--- src/rtl/core/rsmm_pkg.sv ---
// ----------------------------------------------------------------------------
// rsmm_pkg
// Shared widths, types and constants of the range aggregate block.
// ----------------------------------------------------------------------------
package rsmm_pkg;
	localparam int ScoreDepth = 4096;
	localparam int IdxW = 12;
	localparam int CntW = 13;
	localparam int ValW = 32;
	localparam int SumW = 44;
	localparam int QDepth = 2;
	localparam logic KindLoad = 1'b0;
	localparam logic KindQuery = 1'b1;

	typedef struct packed {
		logic kind;
		logic [IdxW-1:0] idx;
		logic [ValW-1:0] val;
		logic [IdxW-1:0] rs;
		logic [IdxW-1:0] re;
		logic ok;
	} cmd_t;
endpackage

--- src/rtl/core/rsmm_front.sv ---
// ----------------------------------------------------------------------------
// rsmm_front
// Accepts beats, checks load indices and query ranges, and buffers commands in a short queue.
// ----------------------------------------------------------------------------
module rsmm_front #(
	parameter int IdxBits = rsmm_pkg::IdxW,
	parameter int Depth = rsmm_pkg::ScoreDepth
) (
	input  logic                       clk,
	input  logic                       arst_n,
	input  logic                       valid,
	output logic                       stall,
	input  logic                       kind,
	input  logic [IdxBits-1:0]         score_index,
	input  logic signed [rsmm_pkg::ValW-1:0] score_value,
	input  logic [IdxBits-1:0]         range_start,
	input  logic [IdxBits-1:0]         range_end,
	input  logic [rsmm_pkg::CntW-1:0]  count_q,
	output rsmm_pkg::cmd_t             cmd,
	output logic                       cmd_valid,
	input  logic                       cmd_take
);
	localparam int QW = $clog2(rsmm_pkg::QDepth);
	rsmm_pkg::cmd_t q_q [rsmm_pkg::QDepth];
	logic [QW-1:0] wp_q, rp_q;
	logic [QW:0] n_q;
	logic push, pop;
	rsmm_pkg::cmd_t c;
	logic [rsmm_pkg::CntW:0] lim, ev;

	assign stall = (n_q == (QW+1)'(rsmm_pkg::QDepth));
	assign push = valid && !stall;
	assign pop = cmd_take && cmd_valid;
	assign cmd_valid = (n_q != '0);
	assign cmd = q_q[rp_q];

	always_comb begin
		lim = (int'(count_q) < Depth) ?
			(rsmm_pkg::CntW+1)'(count_q) : (rsmm_pkg::CntW+1)'(Depth);
		ev = (rsmm_pkg::CntW+1)'(range_end);
		c.kind = kind;
		c.idx = score_index;
		c.val = score_value;
		c.rs = range_start;
		c.re = range_end;
		c.ok = (range_end >= range_start) && (ev < lim);
		if (kind == rsmm_pkg::KindLoad) begin
			c.ok = (int'(score_index) < Depth);
		end
	end

	always_ff @(posedge clk) begin
		if (push) begin
			q_q[wp_q] <= c;
		end
	end

	always_ff @(posedge clk or negedge arst_n) begin
		if (!arst_n) begin
			wp_q <= '0;
			rp_q <= '0;
			n_q <= '0;
		end else begin
			if (push) begin
				wp_q <= wp_q + 1'b1;
			end
			if (pop) begin
				rp_q <= rp_q + 1'b1;
			end
			n_q <= n_q + (QW+1)'(push) - (QW+1)'(pop);
		end
	end
endmodule

--- config.mk ---
export PLATFORM = sky130hd
export DESIGN_NAME = rsmm_front
export DESIGN_NICKNAME = d
export VERILOG_FILES = /design/src/rtl/core/rsmm_pkg.sv /design/src/rtl/core/rsmm_front.sv
export SDC_FILE = /design/constraint.sdc
export NUM_CORES = 1
export LEC_CHECK = 0
export BUFFER_PORTS_ARGS = -buffer_cell sky130_fd_sc_hd__buf_2
export CORE_ASPECT_RATIO = 0.9
export CORE_UTILIZATION = 30
export CTS_CLUSTER_DIAMETER = 30
export DETAILED_ROUTE_END_ITERATION = 10
export RECOVER_POWER = 25
export SKIP_LAST_GASP = 1
export SLEW_MARGIN = 30
export SYNTH_ARGS = -nofsm -noshare
export SYNTH_HDL_FRONTEND = slang
export SYNTH_SLANG_ARGS = --single-unit
--- constraint.sdc ---
create_clock -name clk -period 12.4 [get_ports clk]
set_input_delay 0.62 -clock clk [delete_from_list [all_inputs] [get_ports clk]]
set_output_delay 0.62 -clock clk [all_outputs]
set_load 0.05 [all_outputs]
==> results of run 1 <==
[cells by family after synthesis]
logic type | count (synthesis)
flip-flops | 144
buffers and inverters | 23
XOR/XNOR | 4
AO/OA/AOI/OAI | 19
AND/OR/NAND/NOR | 34
multiplexers | 70
adder cells (fa/ha/maj) | 25
[per-layer routing]
| metal | GRT usage | vias up |
|---|---|---|
| met3 | 0.0456 | 8 |
| met4 | 0.0323 | 0 |
| met5 | 0 | - |
| li1 | - | 1573 |
| met2 | 0.195 | 103 |
| met1 | 0.143 | 1617 |
[registers in the layout, indices dropped and copies added, names as in the netlist]
register / cells
wp_q: 1
n_q: 2
q_q: 140
rp_q: 1
[worst paths after layout]
kind	to	slack [ns]	cells past startpoint
setup / recovery	cmd[19]	9.68	3
hold / removal	q_q[0][29]$_DFFE_PP_	0.40	1
setup reg to reg	q_q[0][55]$_DFFE_PP_	10.25	5
hold reg to reg	n_q[1]$_DFF_PN0_	0.50	1
max in group asynchronous	rp_q$_DFFE_PN0P_	11.73	2
min in group asynchronous	n_q[1]$_DFF_PN0_	0.54	2
[metrics by stage]
step,std cells,util,hold slack (ns)
floorplan,319,-,0.324
global placement,718,0.363,0.427
detailed placement,719,0.365,0.429
CTS,752,0.395,0.373
global route,754,0.396,0.371
finish,754,0.396,0.397
[worst reg2reg max path, cell delays in order (launching register included)]
cell      delay (ns)
dfrtp_1         0.36
nand2b_1        0.17
nand2_1         0.15
nor2_4          0.32
buf_16          0.22
buf_4           0.51
[power groups by stage]
stage	logic, W	clock network (W)	registers, W
2_1_floorplan	0.000635	0	0.000701
3_3_place_gp	0.000755	0	0.000745
3_5_place_dp	0.000765	0	0.000752
4_1_cts	0.000768	0.000518	0.000742
5_1_grt	0.000836	0.000538	0.000724
6_report	0.000796	0.000502	0.000713
[cell usage after synthesis, types with 2 or more instances]
library cell,instances,area [sq um]
edfxtp_1,140,4200
mux2_2,70,788
ha_1,25,313
inv_1,14,52.6
nand2b_1,12,75.1
buf_2,8,40.0
a21oi_1,7,35.0
dfrtp_1,4,100
nor2_1,4,15.0
o21ai_0,4,20.0
nand2_1,3,11.3
nand4_1,3,18.8
xnor2_1,3,26.3
nand3_1,2,10.0
nor3_1,2,10.0
[layout make-up]
type	count	area, sq um
timing repair buffer	162	841
fill	1806	11600
tap	250	313
multi-input combinational	152	1490
sequential	144	4310
clock buffer	21	440
clock inverter	11	139
inverter	14	52.6
[what timing repair did]
item	in CTS	in global routing
resized for setup	0	0
hold buffers	1	0
hold endpoints to repair	4	0
==> metrics.txt, run 1 <==
status=completed; initial core utilization=0.307; number of endpoints with negative hold slack in the final report=0; length of the first detailed-routing pass in iterations=5; Placement Setup Slack=9.73 ns; Clk Latency, worst-skew pair=0.41 ns; fraction of the mapped netlist area in compound gates=0.0240; Combinational Power Share=0.396; Adder-Cell Fraction of Synth Area=0.0532; Max-slew headroom=0.606; HP Class=in2reg; post-detailed-route via-to-cell ratio=4.38; floorplan row count=48; layout net count=602; overall track demand over capacity in global routing=0.118; dpl hpwl=7840 microns; Slowest cell on crit path=dfrtp_4; via count=3301; portion of total power attributed to sequential cells=0.355; final design area excluding fillers=7580 sq um; violation count after the first detailed-route iteration=121; clock tree from TritonCTS=built; net load switching power=0.000802 W; transition time at the pin with the least slew margin=0.591 ns; beginning of the critical path=rp_q$_DFFE_PN0P_; met3 wire length=680 microns; Clock Tree Root=clkbuf_16; number of distinct standard cells referenced by the synthesized netlist=33; number of enable-type register cells in the synthesized netlist=140; highest-count cells in the layout ignoring fill and taps=edfxtp_1, buf_2, mux2_2, clkbuf_1, ha_1; crit end category=output port; met1 routed wirelength after detailed routing=5200 microns; most common cell after layout, fill and taps aside=edfxtp_1; setup repair after global routing missed its margin=false; Final GP Congestion=0.778; share of post-route cells with drive strength above 1=0.464; clk sinks=144; worst-case clock buffer depth=2; parity-gate share of the synthesized area counting xor and xnor cells=0.00596; # H-tree levels=4; portion of netlist area occupied by mux cells=0.134; pwr dens=265 nW/um^2; combinational family with the most area after synthesis=multiplexers; Async SR Flop Fraction=0.0278; shortest clock period the worst path allows after layout=2.72 ns; Largest stage delay, worst path=0.74 ns; power consumption=0.00201 W; post-synthesis to final-layout area growth=29.0%; maximum fanout along the worst path=41; TritonCTS buffer count=17; x dimension of the die=150 microns; Die H=135 microns; Met2 Routed Length=5550 microns; synthesized net count=430; TNS Setup=0 ns; kind of cell adding the most delay to the critical path=flip-flops; Post-CTS Repair Setup Buffers=0; number of top-level pins=158; Most used DFF post-synth=edfxtp_1; uppermost layer routed=met4; Avg Synthesized Cell Area=18.4 sq um; vias in the first global route=3424; Core Footprint=19200 sq um; ANT cells=0; maximum achievable frequency=368 MHz; source of the worst register-to-register timing path=n_q[0]$_DFF_PN0_; Final Max Slew Viols=0; Final Worst Setup Slack=9.68 ns; final worst clock skew=0.00523 ns; max-cap violations=0; die outline area=20200 sq um; netlist area before placement=5880 sq um; maximum number of pins on one net before global-route repair=72; fraction of power consumed by the clock network=0.250; clock slew at the register clock pins of the worst setup and hold paths=0.06 ns; DRC Markers=0; crit path launch type=register; number of antenna violations at the first check in global routing=0; number of failing setup endpoints in the final timing report=0; start-to-end type of the worst setup path=reg2out; Worst IR Drop VDD=0.000127 V; Placed Area=6990 sq um; worst min-delay path startpoint=score_value[4]; Req. time, crit path=11.78 ns; data arrival time at the worst-slack endpoint=2.10 ns; Total Wirelength=11500 microns; final critical-path share of the clock period=0.219; IO Port Bufs=157; Cell Int Power=0.00121 W; Simple-Gate Fraction of Synth Area=0.0343; remaining antenna violation count after routing=0; count of synthesis-stage warnings from yosys=0; total of flip-flops plus latches after synthesis=144; Synth Instances=319; wire length of the first global-routing pass=17700 microns; cells along the critical path=buf_12 > mux2_2 > buf_2; sequential element share of the synthesized area=0.732; static power due to leakage=2.86 nW; GR Overflow Total=0; worst path buffer plus inverter count=2; fraction of power spent switching nets=0.399; average detailed-routed wire length per instance=15.3 microns
Power figures use the tool's default switching activity.
==> run 2, diff against run 1 <==
--- a/config.mk
+++ b/config.mk
@@ -5,6 +5,7 @@
 export SDC_FILE = /design/constraint.sdc
 export NUM_CORES = 1
 export LEC_CHECK = 0
+export ABC_AREA = 1
 export BUFFER_PORTS_ARGS = -buffer_cell sky130_fd_sc_hd__buf_2
 export CORE_ASPECT_RATIO = 0.9
 export CORE_UTILIZATION = 30
==> constraint.sdc (replaced) <==
create_clock -name clk -period 2.68 [get_ports clk]
set_input_delay 0.134 -clock clk [delete_from_list [all_inputs] [get_ports clk]]
set_output_delay 0.134 -clock clk [all_outputs]
set_load 0.05 [all_outputs]
==> run 2 against run 1 <==
Via count up 27%; routed wire length up 13%; sequential power rose to 4.5 times the previous value; design area up 8.8%; area after synthesis up 0.96%; critical path depth up 2; clock skew up 0.0036 ns; worst hold slack worse by 0.33 ns; power rose to 4.8 times the previous value; combinational power rose to 5.5 times the previous value; register-to-register slack worse by 9.2 ns; critical endpoint is now cmd[22]; largest power group unchanged; highest routed layer unchanged.
==> metrics.txt, run 2 <==
number of failing setup endpoints in the final timing report=0 (unchanged); Filler cells=1828 (was 1806); CP dominant cell by count=nand2_1; initial core utilization=0.308 (was 0.307); transition time at the pin with the least slew margin=0.619 ns (was 0.591 ns); Avg Synthesized Cell Area=11.8 sq um (was 18.4 sq um); HP Class=in2reg (unchanged); Slowest cell on crit path=dfrtp_2 (was dfrtp_4); clk sinks=144 (unchanged); hold slack=0.0636 ns (was 0.397 ns); fraction of power consumed by the clock network=0.221 (was 0.250); number of enable-type register cells in the synthesized netlist=140 (unchanged); capture point of the worst reg-to-reg path=n_q[1]$_DFF_PN0_ (was q_q[0][55]$_DFFE_PP_); number of endpoints with negative hold slack in the final report=0 (unchanged); share of post-route cells with drive strength above 1=0.214 (was 0.464); worst-case clock buffer depth=2 (unchanged); dpl hpwl=8440 microns (was 7840 microns); Req. time, crit path=2.55 ns (was 11.78 ns); Final Max Slew Viols=0 (unchanged); Post-CTS Repair Setup Buffers=0 (unchanged); largest registers=q_q x140, n_q x2 (unchanged); source of the worst register-to-register timing path=n_q[0]$_DFF_PN0_ (unchanged); crit end category=output port (unchanged); maximum fanout along the worst path=26 (was 41); via count=4189 (was 3301); Combinational Power Share=0.449 (was 0.396); maximum number of pins on one net before global-route repair=47 (was 72); net load switching power=0.00442 W (was 0.000802 W); layout net count=850 (was 602); flip-flop count of the largest register after layout=140 (unchanged); count of synthesis-stage warnings from yosys=0 (unchanged); fraction of power spent switching nets=0.456 (was 0.399); shortest clock period the worst path allows after layout=1.98 ns; Clock Tree Root=clkbuf_16 (unchanged); Synth Instances=501 (was 319); number of top-level pins=158 (unchanged); clock tree from TritonCTS=built (unchanged); register containing the most flip-flops in the final layout=q_q (unchanged); Max-slew headroom=0.587 (was 0.606); ANT cells=0 (unchanged); highest-count cells in the layout ignoring fill and taps=nand2_1, edfxtp_1, buf_2, dlygate4sd3_1, clkbuf_1 (was edfxtp_1, buf_2, mux2_2, clkbuf_1, ha_1); clock slew at the register clock pins of the worst setup and hold paths=0.05 ns (was 0.06 ns); total of flip-flops plus latches after synthesis=144 (unchanged); synthesized net count=612 (was 430); area leader, netlist=edfxtp_1 (unchanged); beginning of the critical path=rp_q$_DFFE_PN0P_ (unchanged); floorplan row count=48 (unchanged); post-detailed-route via-to-cell ratio=4.18 (was 4.38); remaining antenna violation count after routing=0 (unchanged); Largest stage delay, worst path=0.41 ns (was 0.74 ns); status=completed (unchanged); CP Capture Point=cmd[22] (was cmd[19]); area share of the leading cell type in the synthesized netlist=0.708 (was 0.715); x dimension of the die=150 microns (about the same); logic depth of the worst register-to-register path=8 (was 5); cells along the critical path=inv_2 > buf_12 > nand2_1 > nand2_1 > buf_2 (was buf_12 > mux2_2 > buf_2); overall track demand over capacity in global routing=0.134 (was 0.118); ranking of synthesized cells by area=edfxtp_1, nand2_1, ha_1 (was edfxtp_1, mux2_2, ha_1); power consumption=0.00969 W (was 0.00201 W); violation count after the first detailed-route iteration=173 (was 121); Worst IR Drop VDD=0.000526 V (was 0.000127 V); number of distinct standard cells referenced by the synthesized netlist=19 (was 33); TNS Setup=0 ns (unchanged); # H-tree levels=4 (unchanged); final worst clock skew=0.00884 ns (was 0.00523 ns); Clk Latency, worst-skew pair=0.41 ns (about the same); DRC Markers=0 (unchanged); data arrival time at the worst-slack endpoint=1.84 ns (was 2.10 ns); crit path launch type=register (unchanged); number of cells upsized or downsized after cts=0 (unchanged); die outline area=20400 sq um (was 20200 sq um); cell with the most instances after synthesis=nand2_1 (was edfxtp_1); maximum achievable frequency=506 MHz; Total Wirelength=13100 microns (was 11500 microns); static power due to leakage=3.61 nW (was 2.86 nW); most common cell after layout, fill and taps aside=nand2_1 (was edfxtp_1); Final GP Congestion=0.728 (was 0.778); wire length of the first global-routing pass=20300 microns (was 17700 microns); vias in the first global route=4047 (was 3424); post-synthesis to final-layout area growth=39.0% (was 29.0%); final critical-path share of the clock period=0.738; pwr dens=1170 nW/um^2 (was 265 nW/um^2); Cell Int Power=0.00527 W (was 0.00121 W); Core Footprint=19300 sq um (was 19200 sq um); Die H=135 microns (about the same); setup repair after global routing missed its margin=false (unchanged); netlist area before placement=5940 sq um (was 5880 sq um); average detailed-routed wire length per instance=13.0 microns (was 15.3 microns); length of the first detailed-routing pass in iterations=4 (was 5); Most used DFF post-synth=edfxtp_1 (unchanged); max-cap violations=0 (unchanged); leading post-synthesis cells by instance count=nand2_1, edfxtp_1, inv_1 (was edfxtp_1, mux2_2, ha_1); TritonCTS buffer count=17 (unchanged); GR Overflow Total=0 (unchanged); start-to-end type of the worst setup path=reg2out (unchanged); sequential element share of the synthesized area=0.725 (was 0.732); IO Port Bufs=157 (unchanged); number of antenna violations at the first check in global routing=0 (unchanged); portion of total power attributed to sequential cells=0.330 (was 0.355); worst reg-to-reg setup slack=1.01 ns (was 10.25 ns); Async SR Flop Fraction=0.0278 (unchanged)
[run 2: cells by family after synthesis]
logic type	synth area share
flops	0.725
compound gates	0.00948
simple gates	0.174
buf+inv	0.0329
fa+ha+maj	0.0527
xor+xnor	0.00590
[run 2: power by group through the flow]
| stage | sequential (W) | combinational [W] | clock (W) |
|---|---|---|---|
| floorplan | 0.00325 | 0.00323 | 0 |
| detailed placement | 0.00325 | 0.00436 | 0 |
| global route | 0.00324 | 0.00468 | 0.00230 |
| global placement | 0.00324 | 0.00436 | 0 |
| finish | 0.00320 | 0.00436 | 0.00214 |
| CTS | 0.00320 | 0.00445 | 0.00220 |
[run 2: final cells by class]
class,instances,area [sq um],area share
sequential,144,4310,0.522
timing repair buffer,235,1540,0.187
multi-input combinational,311,1450,0.176
clock buffer,20,437,0.0529
tap,250,313,0.0379
inverter,30,113,0.0136
clock inverter,12,93.8,0.0114
[run 2: through the flow]
stage	instances	util	setup slack, ns	instance area (sq um)
floorplan	501	-	-0.122	5940
global placement	900	0.366	1.03	7070
detailed placement	900	0.366	0.996	7070
CTS	1002	0.430	0.623	8300
global route	1002	0.428	0.561	8250
finish	1002	0.428	0.702	8250
[run 2: worst max-delay path: cells and delay by family, from the launching register on]
kind                   cells  cell delay [ns]
AND/OR/NAND/NOR            2             0.17
buffers and inverters      3             0.84
flip-flops                 1             0.41
[run 2: repair_timing]
item | CTS | global route
hold buffers | 70 | 0
hold endpoints to repair | 142 | 0
setup endpoints to repair | 0 | 0
[run 2: how the worst min path moves through the flow]
stage                       endpoint      from  cells past startpoint  slack, ns
floorplan           n_q[0]$_DFF_PN0_    arst_n                      0      -0.16
global placement    n_q[1]$_DFF_PN0_    arst_n                      1      -0.05
detailed placement  wp_q$_DFFE_PN0P_    arst_n                      1      -0.05
CTS                 rp_q$_DFFE_PN0P_  cmd_take                      3       0.04
global route        rp_q$_DFFE_PN0P_  cmd_take                      3       0.07
finish              rp_q$_DFFE_PN0P_  cmd_take                      3       0.06
[run 2: per-layer routing]
layer | wire [microns] | track usage | vias to the layer above
li1 | - | - | 2137
met1 | 5790 | 0.165 | 1893
met2 | 6310 | 0.222 | 149
met3 | 854 | 0.0431 | 10
met4 | 107 | 0.0404 | 0
met5 | 0 | 0 | -
==> run 3, diff against run 2 <==
--- a/config.mk
+++ b/config.mk
@@ -5,7 +5,7 @@
 export SDC_FILE = /design/constraint.sdc
 export NUM_CORES = 1
 export LEC_CHECK = 0
-export ABC_AREA = 1
+export ABC_AREA = 0
 export BUFFER_PORTS_ARGS = -buffer_cell sky130_fd_sc_hd__buf_2
 export CORE_ASPECT_RATIO = 0.9
 export CORE_UTILIZATION = 30
==> constraint.sdc (replaced) <==
create_clock -name clk -period 2 [get_ports clk]
set_input_delay 0.1 -clock clk [delete_from_list [all_inputs] [get_ports clk]]
set_output_delay 0.1 -clock clk [all_outputs]
set_load 0.05 [all_outputs]
==> run 3 against run 2 <==
Clock skew fell by 0.0030 ns; core utilization increased by 0.50 points; die area down 0.94%; critical endpoint is now cmd[0]; highest routed layer unchanged.
==> metrics.txt, run 3 (synthesis results as in run 1) <==
kind of cell adding the most delay to the critical path=flip-flops (was buffers and inverters); initial core utilization=0.307 (was 0.308); average detailed-routed wire length per instance=14.6 microns (was 13.0 microns); static power due to leakage=3.17 nW (was 3.61 nW); overall track demand over capacity in global routing=0.124 (was 0.134); Met2 Routed Length=6380 microns (was 6310 microns); remaining antenna violation count after routing=0 (unchanged); final critical-path share of the clock period=0.951; wire length of the first global-routing pass=18900 microns (was 20300 microns); post-synthesis to final-layout area growth=41.1% (was 39.0%); Die H=135 microns (about the same); floorplan row count=48 (unchanged); violation count after the first detailed-route iteration=126 (was 173); status=completed (unchanged); start-to-end type of the worst setup path=reg2out (unchanged); setup repair after global routing missed its margin=false (unchanged); CP Capture Point=cmd[0] (was cmd[22]); Core Footprint=19200 sq um (was 19300 sq um); logic depth of the worst register-to-register path=7 (was 8); worst path buffer plus inverter count=2 (was 3); Max-slew headroom=0.723 (was 0.587); TNS Setup=0 ns (unchanged); clock slew at the register clock pins of the worst setup and hold paths=0.06 ns (was 0.05 ns); Crit path depth=3 (was 5); layout net count=678 (was 850); Clock Tree Root=clkbuf_16 (unchanged); IO Port Bufs=157 (unchanged); Largest stage delay, worst path=0.56 ns (was 0.41 ns); post-route non-filler standard cell count=828 (was 1002); most common cell after layout, fill and taps aside=edfxtp_1 (was nand2_1); Clk Latency, worst-skew pair=0.41 ns (about the same); transition time at the pin with the least slew margin=0.416 ns (was 0.619 ns); GR Overflow Total=0 (unchanged); number of top-level pins=158 (unchanged); Total Wirelength=12100 microns (was 13100 microns); post-detailed-route via-to-cell ratio=4.36 (was 4.18); DRC Markers=0 (unchanged); Slowest cell on crit path=dfrtp_4 (was dfrtp_2); worst-case clock buffer depth=2 (unchanged); TritonCTS buffer count=17 (unchanged); cells along the critical path=buf_12 > mux2_2 > buf_2 (was inv_2 > buf_12 > nand2_1 > nand2_1 > buf_2); HP Class=in2reg (unchanged); Final GP Congestion=0.744 (was 0.728); number of endpoints with negative hold slack in the final report=0 (unchanged); maximum fanout along the worst path=28 (was 26); ANT cells=0 (unchanged); clk sinks=144 (unchanged); maximum achievable frequency=526 MHz; highest-count cells in the layout ignoring fill and taps=edfxtp_1, buf_2, dlygate4sd3_1, mux2_2, clkbuf_1 (was nand2_1, edfxtp_1, buf_2, dlygate4sd3_1, clkbuf_1); uppermost layer routed=met4 (unchanged); Placement Setup Slack=0.298 ns (was 0.996 ns); Final Worst Setup Slack=0.0975 ns (was 0.702 ns); crit end category=output port (unchanged); share of post-route cells with drive strength above 1=0.412 (was 0.214); data arrival time at the worst-slack endpoint=1.80 ns (was 1.84 ns); shortest clock period the worst path allows after layout=1.90 ns; number of cells after detailed placement=721 (was 900); pwr dens=1510 nW/um^2 (was 1170 nW/um^2); x dimension of the die=150 microns (about the same); number of failing setup endpoints in the final timing report=0 (unchanged); Worst IR Drop VDD=0.00100 V (was 0.000526 V); dpl hpwl=7820 microns (was 8440 microns); capture point of the worst reg-to-reg path=n_q[1]$_DFF_PN0_ (unchanged); met1 routed wirelength after detailed routing=4940 microns (was 5790 microns); via count=3611 (was 4189); final worst clock skew=0.00579 ns (was 0.00884 ns); die outline area=20200 sq um (was 20400 sq um); source of the worst register-to-register timing path=n_q[1]$_DFF_PN0_ (was n_q[0]$_DFF_PN0_); clock tree from TritonCTS=built (unchanged); worst reg-to-reg setup slack=0.29 ns (was 1.01 ns); vias in the first global route=3843 (was 4047); number of antenna violations at the first check in global routing=0 (unchanged); max-cap violations=0 (unchanged); maximum number of pins on one net before global-route repair=71 (was 47); # H-tree levels=4 (unchanged); crit path launch type=register (unchanged); beginning of the critical path=rp_q$_DFFE_PN0P_ (unchanged); Req. time, crit path=1.90 ns (was 2.55 ns); power consumption=0.0125 W (was 0.00969 W); met3 wire length=690 microns (was 854 microns); Final Max Slew Viols=0 (unchanged); largest registers=q_q x140, n_q x2 (unchanged); register containing the most flip-flops in the final layout=q_q (unchanged); flip-flop count of the largest register after layout=140 (unchanged); length of the first detailed-routing pass in iterations=4 (unchanged)
==> run 3: cell types whose count changed in the layout (fill, tap and decap cells not counted), sizes merged, moves of 7 or more <==
cell and change:
nor2 -7, mux2 +70, nand2b +13, inv -17
nand2 -252
==> run 3: final cells by class <==
class                      count  area (sq um)
fill                        1752         10900
sequential                   144          4310
timing repair buffer         238          1580
multi-input combinational    152          1490
clock buffer                  18           429
tap                          250           313
clock inverter                12           121
inverter                      14          52.6
==> run 3: worst min path at each step <==
stage,startpoint,end,slack [ns],depth (start not counted)
6_report,valid,wp_q$_DFFE_PN0P_,0.03,3
5_1_grt,valid,wp_q$_DFFE_PN0P_,0.04,3
4_1_cts,valid,wp_q$_DFFE_PN0P_,0.005,3
3_5_place_dp,arst_n,n_q[0]$_DFF_PN0_,-0.09,1
3_3_place_gp,arst_n,n_q[0]$_DFF_PN0_,-0.09,1
2_1_floorplan,arst_n,n_q[0]$_DFF_PN0_,-0.20,0
==> run 3: repair_timing <==
item,in CTS,in global routing
hold buffers,71,0
resized for setup,0,0
endpoints found under the hold margin,143,0
endpoints found under the setup margin,0,19
setup buffers,0,6
==> run 3: per-stage QoR <==
stage	utilization	hold slack [ns]	instance area [sq um]
6_report	0.433	0.0254	8300
5_1_grt	0.433	0.0374	8300
4_1_cts	0.433	0.00476	8290
3_5_place_dp	0.367	-0.0898	7030
3_3_place_gp	0.367	-0.0927	7030
2_1_floorplan	-	-0.196	5890
==> run 3: power by group <==
part	internal [W]	switching [W]	leakage (nW)	total, W
Combinational	0.00158	0.00363	1.55	0.00521
Clock	0.00181	0.00116	0.270	0.00296
Sequential	0.00414	0.000210	1.35	0.00435
Total	0.00752	0.00499	3.17	0.0125
==> run 3: worst register-to-register path: stages (launching register included) <==
cell,delay (ns)
dfrtp_1,0.40
or2_1,0.25
and2_1,0.18
ha_1,0.28
inv_1,0.04
ha_1,0.18
xnor2_1,0.17
xnor2_1,0.13
==> run 3: per-layer routing <==
metal,global-route usage,vias to the layer above
met3,0.0446,10
met4,0.0363,0
met5,0,-
li1,-,1727
met2,0.225,105
met1,0.135,1769
